**config.mk**
```make
export PLATFORM = sky130hd
export DESIGN_NAME = serial_port_dual_ring_buffer_core
export DESIGN_NICKNAME = d
export VERILOG_FILES = /design/src/spdrb_pkg.sv /design/src/spdrb_ram.sv /design/src/serial_port_dual_ring_buffer_core.sv
export SDC_FILE = /design/constraint.sdc
export NUM_CORES = 1
export LEC_CHECK = 0
export ABC_AREA = 1
export BUFFER_PORTS_ARGS = -buffer_cell sky130_fd_sc_hd__buf_2
export CAP_MARGIN = 30
export CELL_PAD_IN_SITES_DETAIL_PLACEMENT = 2
export CELL_PAD_IN_SITES_GLOBAL_PLACEMENT = 2
export CORE_MARGIN = 8
export CORE_UTILIZATION = 40
export CTS_BUF_LIST = sky130_fd_sc_hd__clkbuf_8 sky130_fd_sc_hd__clkbuf_16
export DETAILED_ROUTE_END_ITERATION = 8
export GPL_TIMING_DRIVEN = 0
export HOLD_SLACK_MARGIN = 0.12
export PLACE_DENSITY_LB_ADDON = 0.2
export SETUP_SLACK_MARGIN = 0.15
export SYNTH_ARGS = -nofsm -noshare
export SYNTH_HDL_FRONTEND = slang
export SYNTH_SLANG_ARGS = --single-unit
export TNS_END_PERCENT = 30
```
**constraint.sdc**
```tcl
create_clock -name clk -period 4.2 [get_ports clk]
set_input_delay 0.21 -clock clk [delete_from_list [all_inputs] [get_ports clk]]
set_output_delay 0.21 -clock clk [all_outputs]
set_load 0.01 [all_outputs]
```
**src/spdrb_pkg.sv**
```systemverilog
// ---------------------------------------------------------------------------
// spdrb_pkg
// types and constants shared by the serial port dual ring buffer
// ---------------------------------------------------------------------------
package spdrb_pkg;

  localparam int TX_DEPTH_DEF = 64;
  localparam int RX_DEPTH_DEF = 64;

  // request codes
  localparam logic [1:0] REQ_TX_WRITE = 2'd0;
  localparam logic [1:0] REQ_RX_READ  = 2'd1;
  localparam logic [1:0] REQ_LINE_RX  = 2'd2;
  localparam logic [1:0] REQ_TX_READY = 2'd3;

  typedef struct packed {
    logic [1:0] req_type;
    logic [7:0] data_in;
  } in_item_t;

  typedef struct packed {
    logic       ok;
    logic       data_valid;
    logic [7:0] data_out;
    logic       rx_dropped;
    logic [5:0] rx_count;
    logic       tx_empty;
    logic       send_request;
  } out_item_t;

endpackage

```
**src/spdrb_ram.sv**
```systemverilog
// ---------------------------------------------------------------------------
// spdrb_ram
// generic single-write, single-read ram with registered read data
// ---------------------------------------------------------------------------
module spdrb_ram #(
  parameter int WIDTH = 8,
  parameter int DEPTH = 64
) (
  input  logic                     clk,
  input  logic                     we,
  input  logic [$clog2(DEPTH)-1:0] waddr,
  input  logic [WIDTH-1:0]         wdata,
  input  logic                     re,
  input  logic [$clog2(DEPTH)-1:0] raddr,
  output logic [WIDTH-1:0]         rdata
);

  logic [WIDTH-1:0] mem [DEPTH];

  always_ff @(posedge clk) begin
    if (we) begin
      mem[waddr] <= wdata;
    end
    if (re) begin
      rdata <= mem[raddr];
    end
  end

endmodule

```
**src/serial_port_dual_ring_buffer_core.sv**
```systemverilog
// ---------------------------------------------------------------------------
// serial_port_dual_ring_buffer_core
// transmit and receive byte rings of a serial port, one event per beat
// ---------------------------------------------------------------------------
// usage
//   input channel: an event beat (req_type, data_in) is taken at a rising
//   edge where start is high and busy is low. busy stays low: every cycle
//   can carry a new event, so the sustained rate is one event per cycle.
//   result channel: each event gives exactly one result beat, on out_item
//   with out_valid high, in the cycle right after the event was taken; the
//   popped byte is handed out by the registered read port of the ring rams.
//   the receiver cannot stall: the result stands for one cycle only.
//   each ring keeps one slot free, so it holds at most depth minus one bytes.
//   each event writes or reads at most one entry of one ring ram, and a
//   write is visible to a read in the next cycle, so no forwarding
//   is needed between back-to-back events.
//   reset (synchronous, rst_n low) empties both rings by clearing the
//   pointers, drops the send request and kills any pending result beat.
//   ram contents are not cleared; only written entries are ever read.
// ---------------------------------------------------------------------------
module serial_port_dual_ring_buffer_core #(
  parameter int TX_DEPTH = spdrb_pkg::TX_DEPTH_DEF,
  parameter int RX_DEPTH = spdrb_pkg::RX_DEPTH_DEF
) (
  input  logic                 clk,
  input  logic                 rst_n,
  input  logic                 start,
  output logic                 busy,
  input  spdrb_pkg::in_item_t  in_item,
  output logic                 out_valid,
  output spdrb_pkg::out_item_t out_item
);

  import spdrb_pkg::*;

  localparam int TAW = $clog2(TX_DEPTH);
  localparam int RAW = $clog2(RX_DEPTH);
  localparam int RCW = RAW + 1;

  // where the result byte comes from
  typedef enum logic [1:0] {
    DSRC_NONE,
    DSRC_TX,
    DSRC_RX,
    DSRC_ECHO
  } dsrc_t;

  // ring pointers
  logic [TAW-1:0] tx_wp_r, tx_wp_nxt, tx_rp_r, tx_rp_nxt, tx_wp_inc, tx_rp_inc;
  logic [RAW-1:0] rx_wp_r, rx_wp_nxt, rx_rp_r, rx_rp_nxt, rx_wp_inc, rx_rp_inc;
  logic           send_en_r, send_en_nxt;

  // result registers
  logic           out_valid_r;
  logic           ok_r, ok_nxt;
  logic           dv_r, dv_nxt;
  logic           drop_r, drop_nxt;
  logic [5:0]     cnt_r, cnt_nxt;
  logic           txe_r;
  dsrc_t          dsrc_r, dsrc_nxt;
  logic [7:0]     echo_r;

  // ram controls
  logic           tx_we, tx_re, rx_we, rx_re;
  logic [7:0]     tx_rdata, rx_rdata;

  logic           accept;
  logic           tx_full, tx_emp, rx_full, rx_emp;
  logic [RCW-1:0] rx_diff;
  logic [31:0]    rx_diff_ext;

  // one event per cycle, never held off
  assign busy   = 1'b0;
  assign accept = start && !busy;

  // pointer increments with wrap at depth minus one
  assign tx_wp_inc = (tx_wp_r == TAW'(TX_DEPTH - 1)) ? '0 : tx_wp_r + 1'b1;
  assign tx_rp_inc = (tx_rp_r == TAW'(TX_DEPTH - 1)) ? '0 : tx_rp_r + 1'b1;
  assign rx_wp_inc = (rx_wp_r == RAW'(RX_DEPTH - 1)) ? '0 : rx_wp_r + 1'b1;
  assign rx_rp_inc = (rx_rp_r == RAW'(RX_DEPTH - 1)) ? '0 : rx_rp_r + 1'b1;

  // one slot kept free: full when the next write slot is the read slot
  assign tx_full = (tx_wp_inc == tx_rp_r);
  assign tx_emp  = (tx_wp_r == tx_rp_r);
  assign rx_full = (rx_wp_inc == rx_rp_r);
  assign rx_emp  = (rx_wp_r == rx_rp_r);

  // event decode
  always_comb begin
    tx_wp_nxt   = tx_wp_r;
    tx_rp_nxt   = tx_rp_r;
    rx_wp_nxt   = rx_wp_r;
    rx_rp_nxt   = rx_rp_r;
    send_en_nxt = send_en_r;
    tx_we       = 1'b0;
    tx_re       = 1'b0;
    rx_we       = 1'b0;
    rx_re       = 1'b0;
    ok_nxt      = 1'b0;
    dv_nxt      = 1'b0;
    drop_nxt    = 1'b0;
    dsrc_nxt    = DSRC_NONE;
    if (accept) begin
      unique case (in_item.req_type)
        REQ_TX_WRITE: begin
          if (!tx_full) begin
            tx_we       = 1'b1;
            tx_wp_nxt   = tx_wp_inc;
            send_en_nxt = 1'b1;
            ok_nxt      = 1'b1;
          end
        end
        REQ_RX_READ: begin
          if (!rx_emp) begin
            rx_re     = 1'b1;
            rx_rp_nxt = rx_rp_inc;
            ok_nxt    = 1'b1;
            dv_nxt    = 1'b1;
            dsrc_nxt  = DSRC_RX;
          end
        end
        REQ_LINE_RX: begin
          // line byte is always echoed, stored only when there is room
          if (!rx_full) begin
            rx_we     = 1'b1;
            rx_wp_nxt = rx_wp_inc;
            ok_nxt    = 1'b1;
          end else begin
            drop_nxt  = 1'b1;
          end
          dv_nxt   = 1'b1;
          dsrc_nxt = DSRC_ECHO;
        end
        REQ_TX_READY: begin
          if (tx_emp) begin
            send_en_nxt = 1'b0;
          end else begin
            tx_re     = 1'b1;
            tx_rp_nxt = tx_rp_inc;
            ok_nxt    = 1'b1;
            dv_nxt    = 1'b1;
            dsrc_nxt  = DSRC_TX;
          end
        end
        default: begin
        end
      endcase
    end
  end

  // receive fill level after the event, reported modulo 64
  always_comb begin
    rx_diff = {1'b0, rx_wp_nxt} - {1'b0, rx_rp_nxt};
    if (rx_wp_nxt < rx_rp_nxt) begin
      rx_diff = rx_diff + RCW'(RX_DEPTH);
    end
    rx_diff_ext = 32'(rx_diff);
    cnt_nxt     = rx_diff_ext[5:0];
  end

  // control state
  always_ff @(posedge clk) begin
    if (!rst_n) begin
      tx_wp_r     <= '0;
      tx_rp_r     <= '0;
      rx_wp_r     <= '0;
      rx_rp_r     <= '0;
      send_en_r   <= 1'b0;
      out_valid_r <= 1'b0;
      dsrc_r      <= DSRC_NONE;
    end else begin
      tx_wp_r     <= tx_wp_nxt;
      tx_rp_r     <= tx_rp_nxt;
      rx_wp_r     <= rx_wp_nxt;
      rx_rp_r     <= rx_rp_nxt;
      send_en_r   <= send_en_nxt;
      out_valid_r <= accept;
      dsrc_r      <= dsrc_nxt;
    end
  end

  // result payload, no reset needed
  always_ff @(posedge clk) begin
    ok_r   <= ok_nxt;
    dv_r   <= dv_nxt;
    drop_r <= drop_nxt;
    cnt_r  <= cnt_nxt;
    txe_r  <= (tx_wp_nxt == tx_rp_nxt);
    echo_r <= in_item.data_in;
  end

  // transmit ring storage
  spdrb_ram #(
    .WIDTH (8),
    .DEPTH (TX_DEPTH)
  ) u_tx_ram (
    .clk   (clk),
    .we    (tx_we),
    .waddr (tx_wp_r),
    .wdata (in_item.data_in),
    .re    (tx_re),
    .raddr (tx_rp_r),
    .rdata (tx_rdata)
  );

  // receive ring storage
  spdrb_ram #(
    .WIDTH (8),
    .DEPTH (RX_DEPTH)
  ) u_rx_ram (
    .clk   (clk),
    .we    (rx_we),
    .waddr (rx_wp_r),
    .wdata (in_item.data_in),
    .re    (rx_re),
    .raddr (rx_rp_r),
    .rdata (rx_rdata)
  );

  // result beat
  always_comb begin
    out_item.ok           = ok_r;
    out_item.data_valid   = dv_r;
    out_item.rx_dropped   = drop_r;
    out_item.rx_count     = cnt_r;
    out_item.tx_empty     = txe_r;
    out_item.send_request = send_en_r;
    unique case (dsrc_r)
      DSRC_TX:   out_item.data_out = tx_rdata;
      DSRC_RX:   out_item.data_out = rx_rdata;
      DSRC_ECHO: out_item.data_out = echo_r;
      default:   out_item.data_out = 8'h00;
    endcase
  end

  assign out_valid = out_valid_r;

endmodule

```
==> flow_summary.yaml <==
placement:
  portBuffers: 31
  dpl_cell_area_um2: 46400
  dp_hpwl_um: 125000
  place_congestion: 0.852
grt:
  antenna_found_initial: 7
  grt_pass1_vias: 34886
  track_usage: 0.296
  grt_pass1_wl_um: 259000
  grt_max_degree: 106
  overflow: 0
setup_path:
  cp_data_required_time_ns: 4.53
  r2r-start: "tx_wp_r[5]$_SDFF_PN0_"
  cp_max_fo: 10
  worstSetupStartpointType: "flip-flop"
  ff2ff_path_depth: 13
  crit_arrival_ns: 4.53
  rrSetupSlack_ns: 0.006
  critPathKind: "flip-flop to flip-flop"
  setup.worst_path.end_class: "flip-flop"
  r2r_end: "u_tx_ram.mem[14][3]$_DFFE_PP_"
pwr:
  p_leak_nw: 16.8
  power.ir.vdd_worst_mv: 0.359
  p_per_area_nw_per_um2: 460
floorplan:
  dieArea_um2: 120000
  rows: 121
  core-area_um2: 109000
  die_w_um: 346
  start_util: 0.402
  ios: 34
  die_height_um: 346
min_path:
  hp-class: "input pin to flip-flop"
  hold_end: "out_valid$_SDFF_PN0_"
  hold_start: "rst_n"
  whs_path_depth: 4
logic_synthesis:
  netlist_instances: 3535
  synth-edff-count: 1040
  synth-seq-cells: 1086
  synth_top_cell_by_area: "edfxtp_1"
  synth_top_flop_cell: "edfxtp_1"
  netlist_area_um2: 43700
  synth_cell_type_count: 38
  syn_nets: 3563
  synth_top_area_frac: 0.715
  synth_area_per_cell_um2: 12.4
  synthTopCellsByArea: "edfxtp_1 72%, o21ai_0 6.8%, nor2_1 6.6%"
  synthArstFlopShare: 0
  yosys_warnings: 0
  synth_seq_area_share: 0.736
clock_network:
  cts_tree: "done"
  cts_made_buffers: 114
  htree_levels: 3
  clk_latency_ns: 0.73
  clock_sinks: 1086
  cts_root_buffer: "clkbuf_16"
  clk_pin_slew_ns: 0.06
  clock_path_buffers: 3
timing:
  slew-limit-headroom: 0.263
  finClkSkew_ns: 0.0454
  finalCritPeriodShare: 0.998
  final_max_slew_viol_count: 0
  period_needed_ns: 4.19
  grt_setup_unrepaired: "yes"
  setup_viol: 0
  report.final.hold_viol_count: 0
  tightest_slew_ns: 1.11
  whs_ns: 0.401
  max_freq_ghz: 0.238
flow_run:
  cap_violations: 0
cells_and_area:
  nNetsFinal: 3812
  area_delta_synth_final_pct: 15.3
  drive_above_1_share: 0.0923
  final_core_util: 0.464
  fin_area_um2: 50400
route:
  avgViaCountPerCell: 6.22
  wire_per_inst_um: 34.6
  dr.pass1.iters: 5
  drt_iter0_markers: 3674
  remaining_drc_errors: 0
  ant_nets: 0
  drt_wl_total_um: 183000
  routed-via-count: 32946
run_status:
  status: "completed"
==> worst max-delay path, cell delays in order, from the launching register on <==
cell	delay, ns
dfxtp_1	0.30
buf_2	0.23
nand3_2	0.39
nor2_1	0.27
nor2_1	0.09
nand2_1	0.06
nand2_1	0.05
nand2_1	0.07
nor2_1	0.07
nand2_1	0.14
nand2_2	0.18
inv_1	0.25
nand4_1	0.65
nor2_1	1.04
==> sequential cells by signal, summed over array words and instances, names as in the netlist <==
| signal | cells |
|---|---|
| dv_r | 1 |
| u_rx_ram.mem | 512 |
| drop_r | 1 |
| rx_wp_r | 6 |
| cnt_r | 6 |
| u_tx_ram.mem | 512 |
| txe_r | 1 |
| tx_wp_r | 6 |
| tx_rp_r | 6 |
| send_en_r | 1 |
| u_rx_ram.rdata | 8 |
| rx_rp_r | 6 |
| out_valid | 1 |
| echo_r | 8 |
| u_tx_ram.rdata | 8 |
| ok_r | 1 |
| dsrc_r | 2 |
==> stage by stage <==
step                      TNS [ns]  worst slack, ns  cells  power [mW]
after floorplan                  0             1.09   3535        12.8
after global placement       -3.16           -0.301   4980        13.5
after detailed placement    -0.413           -0.413   5046        13.6
after CTS                        0          0.00564   5273        23.2
after global routing         -6.46           -0.116   5292        23.6
final                            0          0.00639   5293        23.2
==> Yosys cell counts (14+ instances only) <==
cell type,number
o211ai_1,20
o21ai_0,597
xor2_1,22
nor2_1,767
dfxtp_1,46
nand3_1,112
nand2_1,240
a21oi_1,37
buf_2,18
clkbuf_1,197
ha_1,14
nand4_1,28
inv_1,55
edfxtp_1,1040
o221ai_1,46
o22ai_1,233
==> layer usage <==
metal	wire, um	GRT usage	part of all wire	vias to the layer above
li1	-	-	-	13522
met4	8750	0.131	0.048	4
met1	70600	0.371	0.39	17289
met2	89100	0.501	0.49	1666
met5	31	0	0.00017	-
met3	14600	0.0537	0.080	465
==> placed cells by master (no fill, tap or decap), types with 28 or more instances in the layout <==
cell / count
nand2_1: 240
o21ai_0: 597
clkbuf_16: 117
inv_1: 84
clkbuf_1: 192
nand4_1: 28
o22ai_1: 233
o221ai_1: 46
buf_2: 41
nor2_1: 733
nand3_1: 112
nor2_2: 30
buf_6: 31
edfxtp_1: 1040
a21oi_1: 37
dfxtp_1: 46
clkinv_1: 30
buf_4: 59
==> cells by family after synthesis <==
family	count (synthesis)	share of synthesized area
flip-flops	1086	0.736
buffers and inverters	302	0.0272
XOR/XNOR	24	0.00481
AND/OR/NAND/NOR	1165	0.107
adder cells (fa/ha/maj)	15	0.00447
AO/OA/AOI/OAI	942	0.120
other	1	0.0000859
==> where the power goes <==
| group | switching, mW | total [mW] | internal, mW |
|---|---|---|---|
| Combinational | 1.17 | 1.51 | 0.340 |
| Sequential | 0.0239 | 11.9 | 11.9 |
| Clock | 4.42 | 9.73 | 5.31 |
==> how the worst max path moves through the flow <==
stage / start / to / slack (ns) / cells past startpoint
floorplan: rx_wp_r[1]$_SDFF_PN0_ / cnt_r[5]$_DFF_P_ / 1.09 / 21
global placement: rx_rp_r[3]$_SDFF_PN0_ / cnt_r[5]$_DFF_P_ / -0.30 / 18
detailed placement: rx_rp_r[3]$_SDFF_PN0_ / cnt_r[5]$_DFF_P_ / -0.41 / 18
CTS: tx_wp_r[5]$_SDFF_PN0_ / u_tx_ram.mem[33][2]$_DFFE_PP_ / 0.006 / 13
global route: tx_wp_r[5]$_SDFF_PN0_ / u_tx_ram.mem[14][3]$_DFFE_PP_ / -0.12 / 13
finish: tx_wp_r[5]$_SDFF_PN0_ / u_tx_ram.mem[14][3]$_DFFE_PP_ / 0.006 / 13
==> final cells by class <==
type                            instances  area [um^2]
Clock inverter                         83          458
Inverter                               69          264
Clock buffer                          127         3070
Timing Repair Buffer                  133         1280
Sequential cell                      1086        32200
Buffer                                233          936
Tap cell                             1414         1770
Multi-Input combinational cell       2147        10400
Fill cell                           10691        58200
Antenna cell                            1         2.50
==> repair_timing <==
action / CTS / global route
setup endpoints to repair: 235 / 398
hold buffers: 15 / 0
hold endpoints to repair: 305 / 0
setup buffers: 2 / 5
pin swaps: 0 / 4
resized for setup: 6 / 50
cloned: 0 / 0
(Power assumes the default switching activity.)
